`src/sv/assert_macros.svh`:
```
// Assertion macros shared by the heading bank guidance RTL.
`ifndef ASSERT_MACROS_SVH
`define ASSERT_MACROS_SVH

`ifndef SYNTHESIS

// Same-cycle implication, checked at every rising edge outside reset.
`define ASSERT_IMP(label, clk_sig, rstn_sig, ante, cons) \
    label: assert property (@(posedge clk_sig) disable iff (!rstn_sig) (ante) |-> (cons)) \
        else $error("assertion failed: same-cycle implication");

// Next-cycle implication, checked at every rising edge outside reset.
`define ASSERT_NXT(label, clk_sig, rstn_sig, ante, cons) \
    label: assert property (@(posedge clk_sig) disable iff (!rstn_sig) (ante) |=> (cons)) \
        else $error("assertion failed: next-cycle implication");

`else

`define ASSERT_IMP(label, clk_sig, rstn_sig, ante, cons)
`define ASSERT_NXT(label, clk_sig, rstn_sig, ante, cons)

`endif

`endif

```
`src/sv/hpbg_pkg.sv`:
```
// Package with widths, codes, reset values and types of the heading bank guidance unit.
`default_nettype none

package hpbg_pkg;

    // Field and register widths.
    localparam int BLIM_W     = 13;
    localparam int ILIM_W     = 40;
    localparam int GAIN_W     = 16;
    localparam int RRL_W      = 15;
    localparam int MODE_W     = 3;
    localparam int ROLL_W     = 16;
    localparam int HDG_W      = 15;
    localparam int DT_W       = 16;
    localparam int CFG_IDX_W  = 3;
    localparam int CFG_DATA_W = 40;

    // Datapath widths.
    localparam int ERR_W     = 15;  // wrapped heading error
    localparam int HI_W      = 42;  // heading integral, also before its clamp
    localparam int MC_W      = 42;  // multiplicand of the serial multiplier
    localparam int MP_W      = 16;  // multiplier operand, one bit per cycle
    localparam int PROD_W    = 58;
    localparam int SUM_W     = 58;
    localparam int Q_W       = 32;
    localparam int DES_W     = 14;
    localparam int STEP_W    = 16;
    localparam int LIM_W     = 18;
    localparam int MUL_CNT_W = 4;

    localparam logic [MUL_CNT_W-1:0] MUL_CNT_LAST = MUL_CNT_W'(MP_W - 1);

    // Heading circle in 1/64 degree.
    localparam logic [HDG_W-1:0] FULL_TURN = 15'd23040;
    localparam logic [HDG_W-1:0] HALF_TURN = 15'd11520;

    // Lateral mode codes.
    localparam logic [MODE_W-1:0] MODE_OFF = 3'd0;
    localparam logic [MODE_W-1:0] MODE_HDG = 3'd1;

    // Fixed-point scaling.
    localparam int PROP_SHIFT = 16;
    localparam int Q_SHIFT    = 26;
    localparam logic signed [SUM_W-1:0] Q_ROUND = SUM_W'(64'd1 << 25);
    localparam logic [31:0] STEP_ROUND = 32'd32768;

    // Largest bank reference magnitude once engaged (13-bit bank limit).
    localparam logic signed [ROLL_W-1:0] BANK_REF_MAX = 16'sd8191;
    localparam logic signed [ROLL_W-1:0] BANK_REF_MIN = -16'sd8191;

    // Register reset values.
    localparam logic [BLIM_W-1:0] BLIM_RESET = 13'd6434;
    localparam logic [ILIM_W-1:0] ILIM_RESET = 40'd125829120;
    localparam logic [GAIN_W-1:0] KP_RESET   = 16'd1311;
    localparam logic [GAIN_W-1:0] KI_RESET   = 16'd66;
    localparam logic [RRL_W-1:0]  RRL_RESET  = 15'd1430;

    typedef enum logic [CFG_IDX_W-1:0] {
        CFG_BANK_LIMIT     = 3'd0,
        CFG_INTEGRAL_LIMIT = 3'd1,
        CFG_GAIN_PROP      = 3'd2,
        CFG_GAIN_INTEG     = 3'd3,
        CFG_ROLL_RATE      = 3'd4
    } cfg_idx_t;

    typedef enum logic [10:0] {
        S_IDLE   = 11'b000_0000_0001,
        S_PREP   = 11'b000_0000_0010,
        S_MUL_ED = 11'b000_0000_0100,
        S_ICLAMP = 11'b000_0000_1000,
        S_MUL_PE = 11'b000_0001_0000,
        S_MUL_IH = 11'b000_0010_0000,
        S_RND    = 11'b000_0100_0000,
        S_DCLAMP = 11'b000_1000_0000,
        S_MUL_ST = 11'b001_0000_0000,
        S_LIMIT  = 11'b010_0000_0000,
        S_OUT    = 11'b100_0000_0000
    } state_t;

    typedef struct packed {
        logic busy;
        logic done;
    } mul_stat_t;

endpackage

`default_nettype wire

```
`src/sv/hpbg_serial_mul.sv`:
```
// Bit-serial multiplier: signed multiplicand times unsigned 16-bit operand, one bit per cycle.
`default_nettype none
`include "assert_macros.svh"

module hpbg_serial_mul (
    input  logic                                clk,
    input  logic                                rst_n,
    input  logic                                start,
    input  logic signed [hpbg_pkg::MC_W-1:0]    mcand,
    input  logic        [hpbg_pkg::MP_W-1:0]    mplier,
    output hpbg_pkg::mul_stat_t                 stat,
    output logic signed [hpbg_pkg::PROD_W-1:0]  product
);
    import hpbg_pkg::*;

    logic                   busy_reg;
    logic                   done_reg;
    logic [MUL_CNT_W-1:0]   cnt_reg;
    logic signed [MC_W-1:0] mcand_reg;
    logic signed [MC_W:0]   acc_hi_reg;
    logic [MP_W-1:0]        acc_lo_reg;
    logic signed [MC_W:0]   partial;

    // Add the multiplicand when the current multiplier bit is set, then shift right.
    assign partial = acc_hi_reg + (acc_lo_reg[0] ? (MC_W + 1)'(mcand_reg) : '0);

    always_ff @(posedge clk or negedge rst_n)
    begin
        if (!rst_n)
        begin
            busy_reg <= 1'b0;
            done_reg <= 1'b0;
            cnt_reg  <= '0;
        end
        else
        begin
            done_reg <= 1'b0;
            if (start)
            begin
                busy_reg <= 1'b1;
                cnt_reg  <= '0;
            end
            else if (busy_reg)
            begin
                cnt_reg <= cnt_reg + 1'b1;
                if (cnt_reg == MUL_CNT_LAST)
                begin
                    busy_reg <= 1'b0;
                    done_reg <= 1'b1;
                end
            end
        end
    end

    always_ff @(posedge clk)
    begin
        if (start)
        begin
            mcand_reg  <= mcand;
            acc_hi_reg <= '0;
            acc_lo_reg <= mplier;
        end
        else if (busy_reg)
        begin
            acc_hi_reg <= {partial[MC_W], partial[MC_W:1]};
            acc_lo_reg <= {partial[0], acc_lo_reg[MP_W-1:1]};
        end
    end

    assign stat.busy = busy_reg;
    assign stat.done = done_reg;
    assign product   = PROD_W'({acc_hi_reg, acc_lo_reg});

    `ASSERT_IMP(a_start_when_free, clk, rst_n, start, !busy_reg)
    `ASSERT_NXT(a_start_runs, clk, rst_n, start, busy_reg && (cnt_reg == '0))
    `ASSERT_IMP(a_done_after_run, clk, rst_n, done_reg, !busy_reg)

endmodule

`default_nettype wire

```
`src/sv/heading_pi_bank_guidance_unit.sv`:
```
// Top level of the heading-select bank guidance unit. Each input beat is one guidance
// tick and gives exactly one output beat with the rate-limited bank reference
// (1/4096 rad). An inactive tick clears the heading integral and the remembered mode
// and returns zero; the first active tick seeds the reference from the measured roll
// clamped to the bank limit; a mode change clears the integral. In heading-select
// mode a PI term on the wrapped heading error gives the desired bank, otherwise the
// target roll does; the result is clamped and then slewed by at most
// roll_rate_limit * time_step. All products run through one bit-serial multiplier
// that takes the 16-bit operand one bit per cycle. An item needs four products in
// heading-select mode, one in other active modes and none on an inactive tick.
// Items are processed one at a time; the next input beat is taken as soon as the
// previous result sits in the output register, even if that result is still
// stalled. Configuration writes are always ready and must only be issued while
// the block is idle.
`default_nettype none
`include "assert_macros.svh"

module heading_pi_bank_guidance_unit (
    input  logic                                      clk,
    input  logic                                      rst_n,
    // Configuration write channel.
    input  logic                                      cfg_valid,
    output logic                                      cfg_ready,
    input  logic [hpbg_pkg::CFG_IDX_W-1:0]            cfg_index,
    input  logic [hpbg_pkg::CFG_DATA_W-1:0]           cfg_data,
    // Input channel.
    input  logic                                      in_valid,
    output logic                                      in_stall,
    input  logic                                      active,
    input  logic [hpbg_pkg::MODE_W-1:0]               mode,
    input  logic signed [hpbg_pkg::ROLL_W-1:0]        target_roll,
    input  logic [hpbg_pkg::HDG_W-1:0]                target_heading,
    input  logic                                      constrained,
    input  logic signed [hpbg_pkg::ROLL_W-1:0]        roll_measured,
    input  logic [hpbg_pkg::HDG_W-1:0]                heading_measured,
    input  logic [hpbg_pkg::DT_W-1:0]                 time_step,
    // Output channel.
    output logic                                      out_valid,
    input  logic                                      out_stall,
    output logic signed [hpbg_pkg::ROLL_W-1:0]        bank_reference
);
    import hpbg_pkg::*;

    // Configuration registers.
    logic [BLIM_W-1:0] blim_reg;
    logic [ILIM_W-1:0] ilim_reg;
    logic [GAIN_W-1:0] kp_reg;
    logic [GAIN_W-1:0] ki_reg;
    logic [RRL_W-1:0]  rrl_reg;

    // Controller state.
    state_t                   state_reg, state_next;
    logic                     was_active_reg, was_active_next;
    logic [MODE_W-1:0]        last_mode_reg, last_mode_next;
    logic signed [HI_W-1:0]   hi_reg, hi_next;
    logic signed [ROLL_W-1:0] bank_ref_reg, bank_ref_next;
    logic                     out_valid_reg, out_valid_next;

    // Captured input beat.
    logic                     active_reg;
    logic [MODE_W-1:0]        mode_reg;
    logic signed [ROLL_W-1:0] target_roll_reg;
    logic [HDG_W-1:0]         target_heading_reg;
    logic                     constrained_reg;
    logic signed [ROLL_W-1:0] roll_measured_reg;
    logic [HDG_W-1:0]         heading_measured_reg;
    logic [DT_W-1:0]          time_step_reg;

    // Datapath registers.
    logic signed [ERR_W-1:0]  e_reg, e_next;
    logic signed [SUM_W-1:0]  sum_reg, sum_next;
    logic signed [Q_W-1:0]    q_reg, q_next;
    logic signed [DES_W-1:0]  des_reg, des_next;
    logic [STEP_W-1:0]        step_reg, step_next;
    logic signed [ROLL_W-1:0] bank_reference_reg, bank_reference_next;

    logic in_take;

    // Serial multiplier hookup.
    logic                     mul_start;
    logic signed [MC_W-1:0]   mul_mcand;
    logic [MP_W-1:0]          mul_mplier;
    mul_stat_t                mul_stat;
    logic signed [PROD_W-1:0] mul_prod;

    // Combinational helpers.
    logic [HDG_W-1:0]         t_red, m_red;
    logic signed [HDG_W:0]    d_raw, d_wrap, half_s, full_s;
    logic signed [ERR_W-1:0]  e_calc;
    logic signed [ROLL_W-1:0] blim_r, roll_clamped;
    logic signed [HI_W-1:0]   ilim_h, hi_clamped;
    logic signed [Q_W-1:0]    blim_q, des_clamped;
    logic signed [SUM_W-1:0]  sum_rnd;
    logic [31:0]              step_sum;
    logic signed [LIM_W-1:0]  br_l, st_l, up_l, dn_l, des_l, lim_l;

    // Terms used by the checks at the end of the module.
    logic bank_ref_in_range;
    logic in_mul_state;
    logic out_load;

    assign cfg_ready = 1'b1;
    assign in_stall  = (state_reg != S_IDLE);
    assign in_take   = in_valid && !in_stall;

    // Configuration writes; indexes beyond the register list are dropped.
    always_ff @(posedge clk or negedge rst_n)
    begin
        if (!rst_n)
        begin
            blim_reg <= BLIM_RESET;
            ilim_reg <= ILIM_RESET;
            kp_reg   <= KP_RESET;
            ki_reg   <= KI_RESET;
            rrl_reg  <= RRL_RESET;
        end
        else if (cfg_valid && cfg_ready)
        begin
            unique case (cfg_index)
                CFG_BANK_LIMIT:     blim_reg <= cfg_data[BLIM_W-1:0];
                CFG_INTEGRAL_LIMIT: ilim_reg <= cfg_data[ILIM_W-1:0];
                CFG_GAIN_PROP:      kp_reg   <= cfg_data[GAIN_W-1:0];
                CFG_GAIN_INTEG:     ki_reg   <= cfg_data[GAIN_W-1:0];
                CFG_ROLL_RATE:      rrl_reg  <= cfg_data[RRL_W-1:0];
                default:            ;
            endcase
        end
    end

    // Heading error: both headings are reduced below a full turn, and the difference
    // is wrapped into the half-open range of minus to plus half a turn.
    always_comb
    begin
        half_s = $signed({1'b0, HALF_TURN});
        full_s = $signed({1'b0, FULL_TURN});
        t_red  = (target_heading_reg >= FULL_TURN) ? target_heading_reg - FULL_TURN
                                                   : target_heading_reg;
        m_red  = (heading_measured_reg >= FULL_TURN) ? heading_measured_reg - FULL_TURN
                                                     : heading_measured_reg;
        d_raw  = $signed({1'b0, t_red}) - $signed({1'b0, m_red});
        if (d_raw >= half_s)
        begin
            d_wrap = d_raw - full_s;
        end
        else if (d_raw < -half_s)
        begin
            d_wrap = d_raw + full_s;
        end
        else
        begin
            d_wrap = d_raw;
        end
        e_calc = d_wrap[ERR_W-1:0];
    end

    // Symmetric clamps against the bank and integral limits.
    always_comb
    begin
        blim_r = signed'(ROLL_W'(blim_reg));
        if (roll_measured_reg > blim_r)
        begin
            roll_clamped = blim_r;
        end
        else if (roll_measured_reg < -blim_r)
        begin
            roll_clamped = -blim_r;
        end
        else
        begin
            roll_clamped = roll_measured_reg;
        end

        ilim_h = signed'(HI_W'(ilim_reg));
        if (hi_reg > ilim_h)
        begin
            hi_clamped = ilim_h;
        end
        else if (hi_reg < -ilim_h)
        begin
            hi_clamped = -ilim_h;
        end
        else
        begin
            hi_clamped = hi_reg;
        end

        blim_q = signed'(Q_W'(blim_reg));
        if (q_reg > blim_q)
        begin
            des_clamped = blim_q;
        end
        else if (q_reg < -blim_q)
        begin
            des_clamped = -blim_q;
        end
        else
        begin
            des_clamped = q_reg;
        end
    end

    // Rounding of the PI sum to 1/4096 rad (ties upward) and of the slew step.
    assign sum_rnd  = sum_reg + Q_ROUND;
    assign step_sum = {1'b0, mul_prod[30:0]} + STEP_ROUND;

    // Slew limit: the reference moves toward the desired bank by at most one step.
    always_comb
    begin
        br_l  = LIM_W'(bank_ref_reg);
        st_l  = signed'(LIM_W'(step_reg));
        des_l = LIM_W'(des_reg);
        up_l  = br_l + st_l;
        dn_l  = br_l - st_l;
        if (des_l > up_l)
        begin
            lim_l = up_l;
        end
        else if (des_l < dn_l)
        begin
            lim_l = dn_l;
        end
        else
        begin
            lim_l = des_l;
        end
    end

    // Sequencer.
    always_comb
    begin
        state_next          = state_reg;
        was_active_next     = was_active_reg;
        last_mode_next      = last_mode_reg;
        hi_next             = hi_reg;
        bank_ref_next       = bank_ref_reg;
        out_valid_next      = out_valid_reg && out_stall;
        e_next              = e_reg;
        sum_next            = sum_reg;
        q_next              = q_reg;
        des_next            = des_reg;
        step_next           = step_reg;
        bank_reference_next = bank_reference_reg;
        mul_start           = 1'b0;
        mul_mcand           = '0;
        mul_mplier          = '0;

        unique case (state_reg)
            S_IDLE:
            begin
                if (in_valid)
                begin
                    state_next = S_PREP;
                end
            end
            S_PREP:
            begin
                if (!active_reg)
                begin
                    hi_next         = '0;
                    was_active_next = 1'b0;
                    last_mode_next  = MODE_OFF;
                    state_next      = S_OUT;
                end
                else
                begin
                    if (!was_active_reg)
                    begin
                        bank_ref_next = roll_clamped;
                    end
                    was_active_next = 1'b1;
                    if (mode_reg != last_mode_reg)
                    begin
                        hi_next = '0;
                    end
                    last_mode_next = mode_reg;
                    e_next         = e_calc;
                    if (mode_reg == MODE_HDG)
                    begin
                        // Integral increment: error times time step.
                        mul_start  = 1'b1;
                        mul_mcand  = MC_W'(e_calc);
                        mul_mplier = time_step_reg;
                        state_next = S_MUL_ED;
                    end
                    else
                    begin
                        q_next     = Q_W'(target_roll_reg);
                        state_next = S_DCLAMP;
                    end
                end
            end
            S_MUL_ED:
            begin
                if (mul_stat.done)
                begin
                    if (!constrained_reg)
                    begin
                        hi_next = hi_reg + signed'(mul_prod[HI_W-1:0]);
                    end
                    state_next = S_ICLAMP;
                end
            end
            S_ICLAMP:
            begin
                // A frozen integral keeps its value, even beyond a lowered limit.
                if (!constrained_reg)
                begin
                    hi_next = hi_clamped;
                end
                mul_start  = 1'b1;
                mul_mcand  = MC_W'(e_reg);
                mul_mplier = kp_reg;
                state_next = S_MUL_PE;
            end
            S_MUL_PE:
            begin
                if (mul_stat.done)
                begin
                    sum_next   = mul_prod <<< PROP_SHIFT;
                    mul_start  = 1'b1;
                    mul_mcand  = hi_reg;
                    mul_mplier = ki_reg;
                    state_next = S_MUL_IH;
                end
            end
            S_MUL_IH:
            begin
                if (mul_stat.done)
                begin
                    sum_next   = sum_reg + mul_prod;
                    state_next = S_RND;
                end
            end
            S_RND:
            begin
                q_next     = Q_W'(sum_rnd >>> Q_SHIFT);
                state_next = S_DCLAMP;
            end
            S_DCLAMP:
            begin
                des_next   = des_clamped[DES_W-1:0];
                mul_start  = 1'b1;
                mul_mcand  = MC_W'(rrl_reg);
                mul_mplier = time_step_reg;
                state_next = S_MUL_ST;
            end
            S_MUL_ST:
            begin
                if (mul_stat.done)
                begin
                    step_next  = step_sum[31:16];
                    state_next = S_LIMIT;
                end
            end
            S_LIMIT:
            begin
                bank_ref_next = lim_l[ROLL_W-1:0];
                state_next    = S_OUT;
            end
            S_OUT:
            begin
                if (!out_valid_reg || !out_stall)
                begin
                    out_valid_next      = 1'b1;
                    bank_reference_next = active_reg ? bank_ref_reg : '0;
                    state_next          = S_IDLE;
                end
            end
            default:
            begin
                state_next = S_IDLE;
            end
        endcase
    end

    always_ff @(posedge clk or negedge rst_n)
    begin
        if (!rst_n)
        begin
            state_reg      <= S_IDLE;
            was_active_reg <= 1'b0;
            last_mode_reg  <= MODE_OFF;
            hi_reg         <= '0;
            bank_ref_reg   <= '0;
            out_valid_reg  <= 1'b0;
        end
        else
        begin
            state_reg      <= state_next;
            was_active_reg <= was_active_next;
            last_mode_reg  <= last_mode_next;
            hi_reg         <= hi_next;
            bank_ref_reg   <= bank_ref_next;
            out_valid_reg  <= out_valid_next;
        end
    end

    always_ff @(posedge clk)
    begin
        if (in_take)
        begin
            active_reg           <= active;
            mode_reg             <= mode;
            target_roll_reg      <= target_roll;
            target_heading_reg   <= target_heading;
            constrained_reg      <= constrained;
            roll_measured_reg    <= roll_measured;
            heading_measured_reg <= heading_measured;
            time_step_reg        <= time_step;
        end
        e_reg              <= e_next;
        sum_reg            <= sum_next;
        q_reg              <= q_next;
        des_reg            <= des_next;
        step_reg           <= step_next;
        bank_reference_reg <= bank_reference_next;
    end

    hpbg_serial_mul u_mul (
        .clk     (clk),
        .rst_n   (rst_n),
        .start   (mul_start),
        .mcand   (mul_mcand),
        .mplier  (mul_mplier),
        .stat    (mul_stat),
        .product (mul_prod)
    );

    assign out_valid      = out_valid_reg;
    assign bank_reference = bank_reference_reg;

    assign bank_ref_in_range = (bank_ref_reg <= BANK_REF_MAX)
                            && (bank_ref_reg >= BANK_REF_MIN);
    assign in_mul_state      = (state_reg == S_MUL_ED) || (state_reg == S_MUL_PE)
                            || (state_reg == S_MUL_IH) || (state_reg == S_MUL_ST);
    assign out_load          = (state_reg == S_OUT) && (!out_valid_reg || !out_stall);

    `ASSERT_NXT(a_accept_to_prep, clk, rst_n, in_take, state_reg == S_PREP)
    `ASSERT_IMP(a_bank_ref_range, clk, rst_n, was_active_reg, bank_ref_in_range)
    `ASSERT_IMP(a_mul_in_mul_state, clk, rst_n, mul_stat.busy, in_mul_state)
    `ASSERT_NXT(a_out_load, clk, rst_n, out_load, out_valid_reg && (state_reg == S_IDLE))

endmodule

`default_nettype wire
```
`config.mk`:
```
export PLATFORM = sky130hd
export DESIGN_NAME = heading_pi_bank_guidance_unit
export DESIGN_NICKNAME = d
export VERILOG_FILES = /design/src/sv/hpbg_pkg.sv /design/src/sv/hpbg_serial_mul.sv /design/src/sv/heading_pi_bank_guidance_unit.sv
export VERILOG_INCLUDE_DIRS = /design/src /design/src/sv
export SDC_FILE = /design/constraint.sdc
export NUM_CORES = 2
export LEC_CHECK = 0
export BUFFER_PORTS_ARGS = -buffer_cell sky130_fd_sc_hd__clkbuf_2
export CORE_MARGIN = 2
export CORE_UTILIZATION = 47
export CTS_BUF_LIST = sky130_fd_sc_hd__clkbuf_8
export CTS_CLUSTER_DIAMETER = 50
export DETAILED_ROUTE_END_ITERATION = 10
export SYNTH_ARGS = -nofsm -noshare
export SYNTH_HDL_FRONTEND = slang
export SYNTH_HIERARCHICAL = 1
export SYNTH_SLANG_ARGS = --single-unit
```
`constraint.sdc`:
```
create_clock -name clk -period 7.65 [get_ports clk]
set_input_delay 1.53 -clock clk [delete_from_list [all_inputs] [get_ports clk]]
set_output_delay 1.53 -clock clk [all_outputs]
set_load 0.05 [all_outputs]
```
Yosys cells after proc, flatten, opt, wreduce, memory -nomap -nowiden
Cells that the tools add are included.
W data, S select, Z words.
{"block": "word_totals", "inputBits": 131, "register_bits": 514}
{"block": "classes", "n_mux": 63, "n_eq_ne": 32, "add_sub_neg": 16, "reduce_logical": 26, "n_lt_le_gt_ge": 12}
{"cell": "$mux W42", "n": 10}
{"cell": "$mux W16", "n": 11}
{"cell": "$pmux W42 S4", "n": 1}
{"cell": "$pmux W42 S3", "n": 1}
{"cell": "$pmux W11 S11", "n": 1}
{"cell": "$mux W58", "n": 2}
{"cell": "$pmux W58 S2", "n": 1}
{"cell": "$mux W11", "n": 7}
{"cell": "$mux W32", "n": 2}
{"cell": "$pmux W16 S4", "n": 1}
{"cell": "$pmux W32 S2", "n": 1}
{"cell": "$mux W15", "n": 4}
{"cell": "$add A58 B27 Y58 const B", "n": 1}
{"cell": "$add A58 B58 Y58", "n": 1}
{"cell": "$sub A15 B15 Y15 const B", "n": 3}
{"cell": "$add A43 B43 Y43", "n": 1}
{"cell": "$mux W43", "n": 1}
{"cell": "$add A42 B42 Y42", "n": 1}
{"cell": "$gt A42 B41 Y1", "n": 1}
{"cell": "$lt A42 B42 Y1", "n": 1}
{"cell": "$neg A40 Y42", "n": 1}
{"cell": "$add A31 B16 Y32 const B", "n": 1}
{"cell": "$gt A32 B14 Y1", "n": 1}
{"cell": "$lt A32 B32 Y1", "n": 1}
{"cell": "other kinds (52)", "n": 93}

Depth between registers and ports, before layout
{"block": "logic_depth", "word_depth": 9, "depth_mapped": 23}

By module
Netlist, hierarchy kept.
{"module": "heading_pi_bank_guidance_unit", "seq_area_each_um2": 11412.2, "area_per_inst_um2": 31747.9, "cells_each": 3431, "instances": 1}
{"module": "hpbg_serial_mul", "seq_area_each_um2": 2732.6, "area_per_inst_um2": 6369.9, "cells_each": 645, "instances": 1}

Worst setup path before layout
OpenSTA, ideal clock, no wires.
{"block": "synth_timing", "path_type": "reg2reg", "start": "register state_reg[1]", "end": "register active_reg (enable)", "path_slack_ps": 1631, "stages_incl_launch_ff": 7, "synth_period_minus_slack_ps": 6019, "required_time_ps": 7125, "t_arrival_ps": 5494, "path_buffers": 1, "setup_time_ps": 525, "path_cell_list": "dfrtp_1 -> clkbuf_1 -> nor4_1 -> nand2_1 -> nor4_1 -> nand3b_1 -> nor2_1"}
{"block": "synth_via", "elab_chain_len": 3}
{"element": "from (decl)", "line_no": "heading_pi_bank_guidance_unit.sv:52", "rtl": "state_t state_reg, state_next;"}
{"element": "from (signal assigned)", "line_no": "heading_pi_bank_guidance_unit.sv:389", "rtl": "state_reg <= state_next;"}
{"element": "$ne A11 B1 Y1", "line_no": "heading_pi_bank_guidance_unit.sv:103", "rtl": "assign in_stall = (state_reg != S_IDLE);"}
{"element": "via in_stall", "line_no": "heading_pi_bank_guidance_unit.sv:28", "rtl": "output logic in_stall,"}
{"element": "$logic_not A1 Y1", "line_no": "heading_pi_bank_guidance_unit.sv:104", "rtl": "assign in_take = in_valid && !in_stall;"}
{"element": "$logic_and A1 B1 Y1", "line_no": "heading_pi_bank_guidance_unit.sv:104"}
{"element": "via in_take", "line_no": "heading_pi_bank_guidance_unit.sv:77", "rtl": "logic in_take;"}
{"element": "to (signal assigned)", "line_no": "heading_pi_bank_guidance_unit.sv:402", "rtl": "active_reg <= active;"}
{"element": "to (decl)", "line_no": "heading_pi_bank_guidance_unit.sv:60", "rtl": "logic active_reg;"}
The timed path passes the listed nets, and every way through them passes these cells.
A chain may end at the register's enable or synchronous reset.

Worst setup path in the final report
{"block": "layout_timing", "start": "register ilim_reg[2]", "end": "register hi_reg[1]"}
{"block": "layout_via", "elab_chain_len": 4, "elab_cells_between_ends": 8}
{"element": "from (decl)", "line_no": "heading_pi_bank_guidance_unit.sv:46", "rtl": "logic [ILIM_W-1:0] ilim_reg;"}
{"element": "from (signal assigned)", "line_no": "heading_pi_bank_guidance_unit.sv:121", "rtl": "CFG_INTEGRAL_LIMIT: ilim_reg <= cfg_data[ILIM_W-1:0];"}
{"element": "$neg A40 Y42 / $gt A42 B41 Y1 (equally long branches)", "line_no": "heading_pi_bank_guidance_unit.sv:178, heading_pi_bank_guidance_unit.sv:174"}
{"element": "$lt A42 B42 Y1 / $mux W42 (equally long branches)", "line_no": "heading_pi_bank_guidance_unit.sv:178, heading_pi_bank_guidance_unit.sv:174"}
{"element": "$ne A3 B3 Y1 (no line) / $mux W42 (equally long branches)"}
{"element": "$reduce_and A6 Y1 (no line) / $pmux W42 S3 (equally long branches)"}
{"element": "to (signal assigned)", "line_no": "heading_pi_bank_guidance_unit.sv:392", "rtl": "hi_reg <= hi_next;"}
{"element": "to (decl)", "line_no": "heading_pi_bank_guidance_unit.sv:55", "rtl": "logic signed [HI_W-1:0] hi_reg, hi_next;"}
Several ways; a longest one is shown, not always the timed one. The select of a mux whose other input is x is not followed.

==> flow_summary_export.csv <==
group,metric,value,unit
run_status,status,"finished clean",
setup_path,cp_num_buf_inv,2,
power_and_ir_drop,p_switching,0.00633,W
job,drv_cap,0,
synth,synth-warning-count,6,
power_and_ir_drop,netSwitchingFraction,0.436,
global_route,grt_use_met2,0.455,
power_and_ir_drop,p_clk_frac,0.203,
floorplanning,num_rows,104,
place,dp_hpwl,86.4,mm
setup_path,startpoint_type,"register",
sta,finalClockSkew,0.0575,ns
floorplanning,io_pins,150,
place,place_congestion,0.941,
sta,rsz0062_at_grt,"no",
power_and_ir_drop,p_total,0.0145,W
clock_tree,cts_tree,"done",
setup_path,r2r_setup_slack,2.01,ns
clock_tree,postCtsSetupBuffers,0,
drt,via_count,31395,
power_and_ir_drop,p_leak,18.6,nW
clock_tree,cts.reportedPaths.clkPinSlew,0.06,ns
synth,avgSynthCellArea,9.35,um^2
cells_and_area,design_area,42200,um^2
sta,fmax,177,MHz
drt,viasPerCell,5.86,
cells_and_area,area_delta_synth_final,10.7,%
power_and_ir_drop,p_int,0.00820,W
setup_path,worstPathMaxFanout,64,
sta,min_period,5.64,ns
floorplanning,die_area,83400,um^2
sta,setup_tns,0,ns
sta,worstMarginPinSlew,1.19,ns
clock_tree,cts_resized,0,
sta,maxSlewHeadroom,0.210,
clock_tree,htreeDepth,3,
floorplanning,coreArea,80400,um^2
synth,synthCells,4075,
clock_tree,worstSkewPairLatency,0.76,ns
sta,setup-violations-final,0,
cells_and_area,final_util,0.524,
global_route,grt_pass1_wl,177,mm
clock_tree,numCtsBuffers,99,
floorplanning,start_util,0.474,
setup_path,worstSetupEndpointType,"register",
place,placed_cell_area,40000,um^2
min_path,hold_path.class,"reg -> reg",
setup_path,critPathKind,"reg -> reg",
power_and_ir_drop,power.density,345,nW/um^2
drt,wirelength,114,mm
synth,syn_area,38100,um^2
setup_path,critPathArrivalTime,6.24,ns
sta,hold_violations,0,
setup_path,crit_path_cell_trace,"or4_1 -> nor4_1 -> nand4_1 -> nor2_1 -> nand2_1 -> or2_1 -> xnor2_1 -> ha_1 -> nand4_1 -> nor4_1 -> inv_1 -> a211o_1 -> and3_1 -> o31ai_4 -> buf_4 -> o21ai_0",
cells_and_area,layout-drive-gt1-share,0.121,
global_route,grt_util_all_layers,0.273,
floorplanning,fp.dieH,289,um
setup_path,cp_slowest_cell,"nor4_1",
min_path,hp-start,"last_mode_reg[1]",
power_and_ir_drop,power.share.sequential,0.296,
global_route,grt_pass1_vias,30526,
sta,drv_slew,0,
global_route,grt_max_degree,97,
synth,syn_nets,4598,
sta,post-route-period-util,0.737,
power_and_ir_drop,irDropWorstVdd,0.253,mV
drt,drcViolationCount,0,
drt,routedWlPerCell,21.3,um
global_route,met3_usage,0.0361,
setup_path,timing.rr.start,"ilim_reg[2]",
drt,drtIter0Drc,2144,
clock_tree,cts-hold-fix-buffers,0,
setup_path,critPathTopFamily,"simple AND/OR/NAND/NOR gates",
global_route,overflow,0,
floorplanning,die_x,289,um
cells_and_area,nNetsFinal,4733,
clock_tree,clockRootBuffer,"clkbuf_8",
drt,drtPass1Iterations,5,
global_route,met1_usage,0.370,
power_and_ir_drop,comb_power_share,0.501,
clock_tree,clockBufferDepth,3,
setup_path,critPathLaunch,"ilim_reg[2]",
global_route,antenna_found_initial,4,
setup_path,required,8.25,ns
setup_path,slowest_delay,0.63,ns
drt,antenna_left,0,
place,portBuffers,148,
global_route,grt_busiest_layer,"met2",
clock_tree,clock_sinks,514,
cells_and_area,largest_reg_flops,58,
-- worst min-delay path: stages (launching register included) --
cell	delay [ns]
dfrtp_1	0.35
nand2_1	0.05
nand2_1	0.05
-- final cells by class --
cell class	count	area [um^2]
Fill cell	7533	38200
Multi-Input combinational cell	3216	22800
Sequential cell	514	14100
Clock buffer	108	1490
Tap cell	1060	1330
Timing Repair Buffer	197	1120
Inverter	182	683
Clock inverter	80	661
Antenna cell	1	2.50
-- stage by stage --
stage / instances / setup slack [ns] / hold WS (ns)
after floorplan: 4075 / 1.63 / 0.447
after global placement: 5169 / 2.12 / 0.472
after detailed placement: 5169 / 2.05 / 0.479
after CTS: 5357 / 2.03 / 0.491
after global routing: 5358 / 1.49 / 0.520
final: 5358 / 2.01 / 0.486
-- power groups by stage --
stage / Sequential [W] / Combinational (W) / Clock, W
6_report: 0.00431 / 0.00728 / 0.00295
5_1_grt: 0.00436 / 0.00810 / 0.00315
4_1_cts: 0.00430 / 0.00721 / 0.00302
3_5_place_dp: 0.00435 / 0.00717 / 0
3_3_place_gp: 0.00435 / 0.00716 / 0
2_1_floorplan: 0.00407 / 0.00544 / 0
-- layout by cell type, fill, tap and decap left out, types with 77 or more instances in the layout --
cell type and n:
clkbuf_2 147, xor2_1 93, o21ai_0 281, nor2_1 250, edfxtp_1 292, nand3_1 93, clkbuf_8 109, inv_1 209
dfrtp_1 155, ha_1 386, a21o_1 150, mux2_2 78, nand2_1 425, a21oi_1 270, xnor2_1 211, and2_1 77
-- layer usage --
layer	vias to the layer above	wire (um)
met5	-	0
met4	0	3370
met3	189	6390
met2	921	53100
met1	14966	51000
li1	15319	-
-- path summary, 6_finish.rpt --
kind	depth (start not counted)	end
max	16	hi_reg[1]
min	2	last_mode_reg[1]
max reg2reg	16	hi_reg[1]
min reg2reg	2	last_mode_reg[1]
max in group asynchronous	2	blim_reg[6]
min in group asynchronous	1	ilim_reg[33]
(Power assumes the default switching activity.)
